**src/rtl/frg_pkg.sv**
```systemverilog
package frg_pkg;

	// Width of the numerator, denominator and both reduced values.
	localparam int DATA_WIDTH = 32;

	// Step counter of the serial divider: one quotient bit per cycle.
	localparam int CNT_W = $clog2(DATA_WIDTH);

	typedef logic signed [DATA_WIDTH-1:0] data_t;
	typedef logic [DATA_WIDTH-1:0] mag_t;

	// Status from the serial divider to the sequencer.
	typedef struct packed {
		logic busy;
		logic done;
	} frg_div_stat_t;

endpackage

```
**src/rtl/frg_in_if.sv**
```systemverilog
interface frg_in_if;
	logic valid;
	logic ready;
	frg_pkg::data_t numerator;
	frg_pkg::data_t denominator;

	modport source (output valid, output numerator, output denominator, input ready);
	modport sink (input valid, input numerator, input denominator, output ready);
endinterface

```
**src/rtl/frg_out_if.sv**
```systemverilog
interface frg_out_if;
	logic valid;
	logic ready;
	frg_pkg::data_t reduced_numerator;
	frg_pkg::data_t reduced_denominator;
	logic ok;

	modport source (output valid, output reduced_numerator, output reduced_denominator,
		output ok, input ready);
	modport sink (input valid, input reduced_numerator, input reduced_denominator,
		input ok, output ready);
endinterface

```
**src/rtl/frg_div.sv**
```systemverilog
// Restoring unsigned divider, one quotient bit per cycle.
module frg_div (
	input  logic                 clk,
	input  logic                 arst_n,
	input  logic                 start,
	input  frg_pkg::mag_t        dividend,
	input  frg_pkg::mag_t        divisor,
	output frg_pkg::frg_div_stat_t status,
	output frg_pkg::mag_t        quotient,
	output frg_pkg::mag_t        remainder
);

	localparam int W = frg_pkg::DATA_WIDTH;

	logic                    busy_q;
	logic                    done_q;
	logic [frg_pkg::CNT_W-1:0] cnt_q;
	frg_pkg::mag_t           rem_q;
	frg_pkg::mag_t           quo_q;
	frg_pkg::mag_t           div_q;
	logic [W+1:0]            diff;

	// Trial subtract of the divisor from the partial remainder with the next bit in.
	assign diff = {1'b0, rem_q, quo_q[W-1]} - {2'b00, div_q};

	always_ff @(posedge clk or negedge arst_n) begin
		if (!arst_n) begin
			busy_q <= 1'b0;
			done_q <= 1'b0;
			cnt_q  <= '0;
		end else begin
			done_q <= 1'b0;
			if (start) begin
				busy_q <= 1'b1;
				cnt_q  <= frg_pkg::CNT_W'(W - 1);
			end else if (busy_q) begin
				cnt_q <= cnt_q - 1'b1;
				if (cnt_q == '0) begin
					busy_q <= 1'b0;
					done_q <= 1'b1;
				end
			end
		end
	end

	always_ff @(posedge clk) begin
		if (start) begin
			rem_q <= '0;
			quo_q <= dividend;
			div_q <= divisor;
		end else if (busy_q) begin
			if (diff[W+1]) begin
				// restore: keep the shifted remainder
				rem_q <= {rem_q[W-2:0], quo_q[W-1]};
				quo_q <= {quo_q[W-2:0], 1'b0};
			end else begin
				rem_q <= diff[W-1:0];
				quo_q <= {quo_q[W-2:0], 1'b1};
			end
		end
	end

	assign status.busy = busy_q;
	assign status.done = done_q;
	assign quotient    = quo_q;
	assign remainder   = rem_q;

endmodule

```
**src/rtl/fraction_reduce_gcd.sv**
```systemverilog
// A zero denominator skips the Euclid steps and goes straight to the result.
// Requests: one at a time; the next is taken only after the result has moved to the output
// register, and the shared serial divider (one bit per cycle) serves every step.
// Reset: arst_n clears the sequencer, the divider control and the output valid.
module fraction_reduce_gcd (
	input  logic             clk,
	input  logic             arst_n,
	frg_in_if.sink           in_ch,
	frg_out_if.source        out_ch
);

	localparam int W = frg_pkg::DATA_WIDTH;

	// Sequencer states
	localparam logic [2:0] ST_IDLE    = 3'd0;
	localparam logic [2:0] ST_EUC     = 3'd1;
	localparam logic [2:0] ST_EUC_WT  = 3'd2;
	localparam logic [2:0] ST_QN_WT   = 3'd3;
	localparam logic [2:0] ST_QD      = 3'd4;
	localparam logic [2:0] ST_QD_WT   = 3'd5;
	localparam logic [2:0] ST_DONE    = 3'd6;

	logic [2:0]             state_q;
	frg_pkg::mag_t          a_q;      // Euclid pair; a_q ends as the divisor
	frg_pkg::mag_t          b_q;
	frg_pkg::mag_t          nm_q;     // magnitudes of the request
	frg_pkg::mag_t          dm_q;
	logic                   nneg_q;
	logic                   dneg_q;
	frg_pkg::data_t         res_n_q;
	frg_pkg::data_t         res_d_q;
	logic                   res_ok_q;

	logic                   out_valid_q;
	frg_pkg::data_t         out_n_q;
	frg_pkg::data_t         out_d_q;
	logic                   out_ok_q;

	logic                   in_acc;
	logic                   out_load;
	logic                   div_start;
	frg_pkg::mag_t          div_dividend;
	frg_pkg::mag_t          div_divisor;
	frg_pkg::frg_div_stat_t div_stat;
	frg_pkg::mag_t          div_quo;
	frg_pkg::mag_t          div_rem;
	frg_pkg::mag_t          in_nm;
	frg_pkg::mag_t          in_dm;

	assign in_ch.ready = (state_q == ST_IDLE);
	assign in_acc      = in_ch.valid && in_ch.ready;

	// Hand the finished result to the output register once that slot is free.
	assign out_load = (state_q == ST_DONE) && (!out_valid_q || out_ch.ready);

	// Magnitudes of the request; the most negative value maps onto itself as unsigned.
	assign in_nm = in_ch.numerator[W-1]   ? frg_pkg::mag_t'(-in_ch.numerator)
	                                      : frg_pkg::mag_t'(in_ch.numerator);
	assign in_dm = in_ch.denominator[W-1] ? frg_pkg::mag_t'(-in_ch.denominator)
	                                      : frg_pkg::mag_t'(in_ch.denominator);

	// Divider operand select: remainder steps, then numerator and denominator over gcd.
	always_comb begin
		div_start    = 1'b0;
		div_dividend = a_q;
		div_divisor  = b_q;
		case (state_q)
			ST_EUC: begin
				div_start = 1'b1;
				if (b_q == '0) begin
					div_dividend = nm_q;
					div_divisor  = a_q;
				end
			end
			ST_QD: begin
				div_start    = 1'b1;
				div_dividend = dm_q;
				div_divisor  = a_q;
			end
			default: begin
				div_start = 1'b0;
			end
		endcase
	end

	frg_div u_div (
		.clk       (clk),
		.arst_n    (arst_n),
		.start     (div_start),
		.dividend  (div_dividend),
		.divisor   (div_divisor),
		.status    (div_stat),
		.quotient  (div_quo),
		.remainder (div_rem)
	);

	// Sequencer
	always_ff @(posedge clk or negedge arst_n) begin
		if (!arst_n) begin
			state_q <= ST_IDLE;
		end else begin
			case (state_q)
				ST_IDLE: begin
					if (in_acc) begin
						// zero denominator skips straight to the result
						state_q <= (in_ch.denominator == '0) ? ST_DONE : ST_EUC;
					end
				end
				ST_EUC: begin
					state_q <= (b_q == '0) ? ST_QN_WT : ST_EUC_WT;
				end
				ST_EUC_WT: begin
					if (div_stat.done) begin
						state_q <= ST_EUC;
					end
				end
				ST_QN_WT: begin
					if (div_stat.done) begin
						state_q <= ST_QD;
					end
				end
				ST_QD: begin
					state_q <= ST_QD_WT;
				end
				ST_QD_WT: begin
					if (div_stat.done) begin
						state_q <= ST_DONE;
					end
				end
				ST_DONE: begin
					if (out_load) begin
						state_q <= ST_IDLE;
					end
				end
				default: begin
					state_q <= ST_IDLE;
				end
			endcase
		end
	end

	// Working registers
	always_ff @(posedge clk) begin
		if (in_acc) begin
			nm_q     <= in_nm;
			dm_q     <= in_dm;
			a_q      <= in_nm;
			b_q      <= in_dm;
			nneg_q   <= in_ch.numerator[W-1];
			dneg_q   <= in_ch.denominator[W-1];
			// pass-through values, kept when the denominator is zero
			res_n_q  <= in_ch.numerator;
			res_d_q  <= in_ch.denominator;
			res_ok_q <= 1'b0;
		end
		if (state_q == ST_EUC_WT && div_stat.done) begin
			// advance the pair: (a, b) <= (b, a mod b)
			a_q <= b_q;
			b_q <= div_rem;
		end
		if (state_q == ST_QN_WT && div_stat.done) begin
			res_n_q <= nneg_q ? frg_pkg::data_t'(-div_quo) : frg_pkg::data_t'(div_quo);
		end
		if (state_q == ST_QD_WT && div_stat.done) begin
			res_d_q  <= dneg_q ? frg_pkg::data_t'(-div_quo) : frg_pkg::data_t'(div_quo);
			res_ok_q <= 1'b1;
		end
	end

	// Output register: hold the result until the sink takes it.
	always_ff @(posedge clk or negedge arst_n) begin
		if (!arst_n) begin
			out_valid_q <= 1'b0;
		end else if (out_load) begin
			out_valid_q <= 1'b1;
		end else if (out_ch.ready) begin
			out_valid_q <= 1'b0;
		end
	end

	always_ff @(posedge clk) begin
		if (out_load) begin
			out_n_q  <= res_n_q;
			out_d_q  <= res_d_q;
			out_ok_q <= res_ok_q;
		end
	end

	assign out_ch.valid               = out_valid_q;
	assign out_ch.reduced_numerator   = out_n_q;
	assign out_ch.reduced_denominator = out_d_q;
	assign out_ch.ok                  = out_ok_q;

	// Never restart the divider in the middle of a division.
	a_div_start_idle: assert property (@(posedge clk) disable iff (!arst_n)
		div_start |-> !div_stat.busy)
		else $error("divider restarted while busy");

	// A cleared ok flag only ever comes from a zero denominator.
	a_not_ok_zero_den: assert property (@(posedge clk) disable iff (!arst_n)
		(out_ch.valid && !out_ch.ok) |-> (out_ch.reduced_denominator == '0))
		else $error("ok cleared with nonzero denominator");

	// A reduced fraction never has a zero denominator.
	a_ok_nonzero_den: assert property (@(posedge clk) disable iff (!arst_n)
		(out_ch.valid && out_ch.ok) |-> (out_ch.reduced_denominator != '0))
		else $error("reduced denominator is zero");

	// Divider completion is only seen while the sequencer waits for it.
	a_done_in_wait: assert property (@(posedge clk) disable iff (!arst_n)
		div_stat.done |-> (state_q == ST_EUC_WT || state_q == ST_QN_WT
			|| state_q == ST_QD_WT))
		else $error("divider done outside a wait state");

endmodule
```
**src/flat_wrapper.sv**
```systemverilog
// flat-port wrapper written by rule: the top's interface ports become plain ports
module fraction_reduce_gcd_flat 
  (clk, arst_n, in_ch_valid, in_ch_numerator, in_ch_denominator, in_ch_ready, out_ch_valid, out_ch_reduced_numerator, out_ch_reduced_denominator, out_ch_ok, out_ch_ready);
  frg_in_if in_ch_i ();
  frg_out_if out_ch_i ();
  input  logic clk;
  input  logic arst_n;
  input wire logic [$bits(in_ch_i.valid)-1:0] in_ch_valid;
  input wire logic [$bits(in_ch_i.numerator)-1:0] in_ch_numerator;
  input wire logic [$bits(in_ch_i.denominator)-1:0] in_ch_denominator;
  output wire logic [$bits(in_ch_i.ready)-1:0] in_ch_ready;
  output wire logic [$bits(out_ch_i.valid)-1:0] out_ch_valid;
  output wire logic [$bits(out_ch_i.reduced_numerator)-1:0] out_ch_reduced_numerator;
  output wire logic [$bits(out_ch_i.reduced_denominator)-1:0] out_ch_reduced_denominator;
  output wire logic [$bits(out_ch_i.ok)-1:0] out_ch_ok;
  input wire logic [$bits(out_ch_i.ready)-1:0] out_ch_ready;
  assign in_ch_i.valid = in_ch_valid;
  assign in_ch_i.numerator = in_ch_numerator;
  assign in_ch_i.denominator = in_ch_denominator;
  assign in_ch_ready = in_ch_i.ready;
  assign out_ch_valid = out_ch_i.valid;
  assign out_ch_reduced_numerator = out_ch_i.reduced_numerator;
  assign out_ch_reduced_denominator = out_ch_i.reduced_denominator;
  assign out_ch_ok = out_ch_i.ok;
  assign out_ch_i.ready = out_ch_ready;
  fraction_reduce_gcd u_core (.clk(clk), .arst_n(arst_n), .in_ch(in_ch_i), .out_ch(out_ch_i));
endmodule
```
**config.mk**
```make
export PLATFORM = sky130hd
export DESIGN_NAME = fraction_reduce_gcd_flat
export DESIGN_NICKNAME = d
export VERILOG_FILES = /design/src/rtl/frg_pkg.sv /design/src/rtl/frg_in_if.sv /design/src/rtl/frg_out_if.sv /design/src/rtl/frg_div.sv /design/src/rtl/fraction_reduce_gcd.sv /design/src/flat_wrapper.sv
export SDC_FILE = /design/constraint.sdc
export NUM_CORES = 1
export LEC_CHECK = 0
export BUFFER_PORTS_ARGS = -buffer_cell sky130_fd_sc_hd__buf_2
export CAP_MARGIN = 25
export CORE_ASPECT_RATIO = 0.5
export CORE_MARGIN = 8
export CORE_UTILIZATION = 50
export DETAILED_ROUTE_END_ITERATION = 8
export PLACE_DENSITY = 0.66
export SLEW_MARGIN = 20
export SYNTH_ARGS = -nofsm -noshare
export SYNTH_HDL_FRONTEND = slang
export SYNTH_SLANG_ARGS = --single-unit
```
**constraint.sdc**
```tcl
create_clock -name clk -period 10.2 [get_ports clk]
set_input_delay 2.55 -clock clk [delete_from_list [all_inputs] [get_ports clk]]
set_output_delay 2.55 -clock clk [all_outputs]
set_load 0.02 [all_outputs]
```
Word-level counts from Yosys, hierarchy flattened:

Cells that the tools add are included.

* word-level logic and storage cells: 93
* register bits after elaboration: 367
* input port bits: 68
* output and inout bits: 67

* reductions and logical operators: 18
* add/sub/neg operators: 5
* equality and inequality tests: 11
* mux-type cells: 39

Operators with widths (number)
* 32-bit two-way mux: 17
* 32-bit one-hot mux with 2 select lines: 2
* 32-bit negator: 3
* 32-bit zero test: 2
* 33-bit by 32-bit subtractor with 34-bit output: 1
* 3-bit one-hot mux with 7 select lines: 1
* 3-bit two-way mux: 6
* 1-bit two-way mux: 11
* 5-bit two-way mux: 2
* 2-bit nonzero test: 5
* 3-bit equality test, second input constant: 3
* 2-bit inequality test, second input constant: 4
* 3-bit by 2-bit equality test with 1-bit output, second input constant: 2
* 1-bit logical AND: 5
* 5-bit zero test: 1
* 5-bit AND reduction: 1
* 5-bit by 1-bit subtractor with 5-bit output, second input constant: 1
* 3-bit by 1-bit equality test with 1-bit output, second input constant: 1
* 3-bit zero test: 1
* 2-bit by 1-bit inequality test with 1-bit output, second input constant: 1
* 2-bit OR reduction: 1
* 1-bit zero test: 1
* 1-bit logical OR: 1

Depth between registers and ports, before layout:

* word-level depth: 5
* depth in mapped cells: 13
* mapped depth without buffers: 13

Cells and area by module:

From an unflattened synthesis, not the netlist that was laid out.

* cell total of the unflattened synthesis: 1628
* area total of the unflattened synthesis: 19296.0 µm²

By module, submodules not included
* fraction_reduce_gcd: area each 13195.2 µm², cells each 1037, sequential area each 7897.6 µm², times used 1
* frg_div: area each 6100.9 µm², cells each 591, sequential area each 2737.6 µm², times used 1

Worst setup path after synthesis:

OpenSTA, ideal clock, no wires.

* kind: input -> register
* start point: in out_ch_ready
* end point: reg u_core.out_ok_q (netlist: u_core.out_ch.ok), enable pin
* stages: 2
* slack: 4112 ps
* library setup time: 495 ps
* buffers on the path: 0
* arrival: 5593 ps
* cells stage by stage: nand2b_1 > nor2b_1

* cells in the longest elaborated chain, start to end: 2

RTL lines
* from (decl): line flat_wrapper.sv:16 `input wire logic [$bits(out_ch_i.ready)-1:0] out_ch_ready;`
* 1-bit logical OR: line fraction_reduce_gcd.sv:54 `assign out_load = (state_q == ST_DONE) && (!out_valid_q || out_ch.ready);`
* 1-bit logical AND: line fraction_reduce_gcd.sv:54
* via u_core.out_load: line fraction_reduce_gcd.sv:40 `logic out_load;`
* to (signal assigned): line fraction_reduce_gcd.sv:185 `out_ok_q <= res_ok_q;`
* to (decl): line fraction_reduce_gcd.sv:37 `logic out_ok_q;`

The timed path passes the listed nets, and every way through them passes these cells.
A chain may end at the register's enable or synchronous reset.

Worst setup path after layout:

* start point: in in_ch_numerator[12]
* end point: reg u_core.a_q[30], data pin

* cells in the longest elaborated chain, start to end: 4

RTL lines
* from (decl): line flat_wrapper.sv:9 `input wire logic [$bits(in_ch_i.numerator)-1:0] in_ch_numerator;`
* 32-bit negator: line fraction_reduce_gcd.sv:57 `assign in_nm = in_ch.numerator[W-1] ? frg_pkg::mag_t'(-in_ch.numerator)`
* 32-bit two-way mux: line fraction_reduce_gcd.sv:57
* via u_core.in_nm[30]: line fraction_reduce_gcd.sv:47 `frg_pkg::mag_t in_nm;`
* 32-bit two-way mux: line fraction_reduce_gcd.sv:144 `if (in_acc) begin`
* 32-bit two-way mux: line fraction_reduce_gcd.sv:156 `if (state_q == ST_EUC_WT && div_stat.done) begin`
* to (signal assigned): line fraction_reduce_gcd.sv:147 `a_q <= in_nm;`
* to (signal assigned): line fraction_reduce_gcd.sv:158 `a_q <= b_q;`
* to (decl): line fraction_reduce_gcd.sv:24 `frg_pkg::mag_t a_q;`

The timed path passes the listed nets, and every way through them passes these cells. The select of a mux whose other input is x is not followed.

==> flow_metrics.py <==
metrics = {
    "yosys": {
        "yosysTopAreaCell": "edfxtp_1",
        "synth_nets": 1771,
        "synthSimpleGateAreaFrac_pct": 13.1,
        "ys_dominant_reg_cell": "edfxtp_1",
        "ys_seq_area_share_pct": 57.4,
        "yosys.area.top_type_share_pct": 52.4,
        "synth_area_leaders": "edfxtp_1 (52%), nand2_1 (4.3%), o21ai_0 (4.1%)",
        "synth_cell_type_count": 71,
        "avgSynthCellArea_um2": 11.1,
        "synth_adder_area_share_pct": 2.61,
        "synthCells": 1665,
        "synthMuxAreaShare_pct": 5.14,
        "synth_top_family_by_area": "simple AND/OR/NAND/NOR gates",
        "synth.ff_latch_count": 367,
        "ys_async_sr_fraction_pct": 3.00,
        "synth_area_um2": 18500,
        "synth_edf_count": 323,
        "synth_xor_area_share_pct": 7.00,
        "synth_compound_area_share_pct": 11.9,
        "yosys_warnings": 0,
    },
    "worst_hold_path": {
        "hold_depth": 0,
        "worstHoldStart": "u_core.res_d_q[22]$_DFFE_PP_",
        "min_path_type": "register to register",
    },
    "floorplan": {
        "io_pins": 135,
        "die-area_um2": 43800,
        "start_util_pct": 51.2,
        "core_area_um2": 36200,
        "rows": 49,
        "die_h_um": 152,
        "dieWidth_um": 288,
    },
    "sta": {
        "setup_tns_ns": 0,
        "hold_violations": 0,
        "maxSlewViolCount": 0,
        "tightest_slew_ns": 0.937,
        "rsz0062_at_grt": "false",
        "setup_violations": 0,
        "skew_ns": 0.0246,
        "clock.fmax_mhz": 188,
        "relSlewSlack_pct": 37.6,
        "min_period_ns": 5.33,
        "timing.final.crit_share_pct": 52.2,
        "worst_slack_ns": 4.87,
    },
    "drt": {
        "wl_per_cell_um": 23.4,
        "wirelength_um": 53400,
        "first_iter_violations": 2154,
        "first_pass_iters": 8,
        "vias": 13700,
        "viasPerCell": 6.01,
        "drt.antenna.violating_nets": 0,
        "drc": 0,
    },
    "cells_and_area": {
        "syn_to_final_growth_pct": 12.7,
        "nFillCells": 2978,
        "regArea_um2": 10600,
        "multiInputGateArea_um2": 7410,
        "utilization_pct": 57.7,
        "drive_above_1_share_pct": 15.8,
        "fin_nets": 1874,
    },
    "pwr": {
        "leakage_nw": 7.80,
        "power_mw": 4.23,
        "ir_drop_uv": 173,
        "power_density_nw_per_um2": 203,
    },
    "clock_network": {
        "cts_resized": 0,
        "cts_tree": "done",
        "insertion_delay_ns": 0.53,
        "cts_setup_buffers": 0,
        "cts-root-buf": "clkbuf_16",
        "clock_path_buffers": 3,
        "cts.clk_slew.worst_paths_ns": 0.06,
        "cts.sinks": 367,
        "cts_made_buffers": 35,
        "cts.hold.buffers_added": 0,
        "cts_max_level": 2,
    },
    "setup_path": {
        "critPathMostFrequentCell": "or4_1",
        "reg2reg_depth": 13,
        "crit_chain": "buf_2 > or4_1 > nor3b_1 > nand3_1 > or4_1 > or4_1 > o41ai_2 > xnor2_1 > nor2_1 > nor2_1",
        "critPathArrivalTime_ns": 5.60,
        "end_kind": "register",
        "critPathSlowestCell": "or4_1",
        "cp-startpoint": "in_ch_numerator[12]",
        "crit_type": "input pin to register",
        "cp.required_ns": 10.47,
        "cp-start-kind": "input pin",
        "crit_buf_inv": 1,
        "worst-path-stages": 10,
        "rr_startpoint": "u_core.u_div.quotient[31]$_DFFE_PP_",
        "worstPathMaxFanout": 4,
        "cp_top_family": "simple AND/OR/NAND/NOR gates",
        "critical-path-max-stage-delay_ns": 0.60,
    },
    "global_routing": {
        "grt_pass1_wl_um": 79400,
        "antenna_found_initial": 7,
        "grt_pass1_vias": 12600,
        "grt_usage_pct": 23.6,
        "grt_max_degree": 67,
        "overflow": 0,
    },
    "placed_design": {
        "dp_hpwl_um": 38300,
        "place.gp.congestion": 0.924,
        "numPortBuffers": 134,
        "pre_cts_ws_ns": 4.39,
    },
    "job": {
        "cap_violations": 0,
    },
    "run_status": {
        "status": "finished clean",
    },
}
## Yosys cell counts (8+ instances only)
library cell and n:
nor2b_1 8, clkbuf_1 83, nor3_1 20, xor2_1 76, a21o_1 10, mux2_2 48, a31oi_1 11, o21ai_0 153
a21oi_1 59, mux2i_1 41, or3_1 26, ha_1 37, nand4_1 8, edfxtp_1 323, a22oi_1 32, dfrtp_1 11
o31ai_1 21, nor4_1 14, nand2_1 214, nand3_1 11, o41ai_1 9, nor2_1 166, inv_1 50, or4_1 13
nand2b_1 9, dfxtp_1 33, o21a_1 9, xnor2_1 72, a211oi_1 8
## sequential cells by signal, summed over array words and instances (netlist names), 3 cells and up
| name | cells |
|---|---|
| u_core.state_q | 3 |
| u_core.u_div.cnt_q | 5 |
| u_core.u_div.div_q | 32 |
| u_core.res_n_q | 32 |
| u_core.u_div.quotient | 32 |
| u_core.dm_q | 32 |
| u_core.nm_q | 32 |
| u_core.a_q | 32 |
| u_core.b_q | 32 |
| u_core.out_ch.reduced_denominator | 32 |
| u_core.res_d_q | 32 |
| u_core.u_div.remainder | 32 |
| u_core.out_ch.reduced_numerator | 32 |
## worst reg2reg max path, delay by kind of cell (launching register included)
kind                       cells  cell delay [ns]
AOI/OAI and AO/OA              8             2.32
adders and majority gates      2             0.70
DFF                            1             0.46
buffers and inverters          2             0.41
xor gates and xnor gates       1             0.10
## report_power, final
part	leakage, nW	switching, mW	internal [mW]
Sequential	3.24	0.0444	1.82
Clock	0.578	0.573	0.798
Combinational	3.98	0.683	0.317
## cell families after synthesis
logic type / count (synthesis)
buffers and inverters: 139
AO/OA/AOI/OAI: 354
AND/OR/NAND/NOR: 530
XOR/XNOR: 148
flip-flops: 367
multiplexers: 89
adder cells (fa/ha/maj): 38
## final timing paths
check	end	slack (ns)
min in group asynchronous	u_core.state_q[2]$_DFFE_PN0P_	1.91
worst max register to register	u_core.u_div.remainder[30]$_SDFFE_PN0P_	6.14
worst min-delay path	u_core.out_ch.reduced_denominator[22]$_DFFE_PP_	0.42
max in group asynchronous	u_core.u_div.cnt_q[3]$_DFFE_PN0P_	8.05
worst min register to register	u_core.out_ch.reduced_denominator[22]$_DFFE_PP_	0.42
worst max-delay path	u_core.a_q[30]$_DFFE_PP_	4.87
## placed cells by master (no fill, tap or decap), types with 6 or more instances in the layout
cell       synthesis  layout
mux2i_1           41      41
ha_1              37      37
nand2b_1           9       9
nand2_1          214     213
o21a_1             9       9
clkinv_1           1       7
and4_1             6       6
buf_2              0     134
nand4_1            8       8
inv_1             50      48
o21ai_0          153     153
o41ai_1            9       9
a22oi_1           32      32
a31oi_1           11      11
or3_1             26      26
clkbuf_16          0      37
nor4_1            14      14
nor3_1            20      20
nor2_1           166     165
a211oi_1           8       8
nor2b_1            8       7
buf_4              0      19
xor2_1            76      76
or4_1             13      13
dfxtp_1           33      33
nand3_1           11      10
dfrtp_1           11      11
xnor2_1           72      72
a21o_1            10      10
mux2_2            48      48
edfxtp_1         323     323
o31ai_1           21      20
a21oi_1           59      58
## through the flow
stage                     area, µm²  std cells  hold slack, ns
after CTS                     20900       2276           0.419
after floorplan               18500       1665           0.400
after detailed placement      19700       2214           0.405
final                         20900       2280           0.418
after global placement        19700       2214           0.400
after global routing          20900       2280           0.423
## routing by layer
layer	vias up	global-route usage, %	wire length [µm]
met2	725	31.1	21100
li1	6259	-	-
met1	6655	37.6	24600
met3	65	6.83	6990
met4	4	4.44	658
met5	-	0	24
## final cells by class
cell class / instances / area share, %
timing repair buffer: 154 / 3.97
inverter: 51 / 0.917
tap: 484 / 2.90
antenna: 3 / 0.0360
clock buffer: 41 / 4.56
clock inverter: 21 / 1.15
multi-input combinational: 1159 / 35.5
sequential: 367 / 50.9
Note: power is estimated with default switching activity, not from simulation.
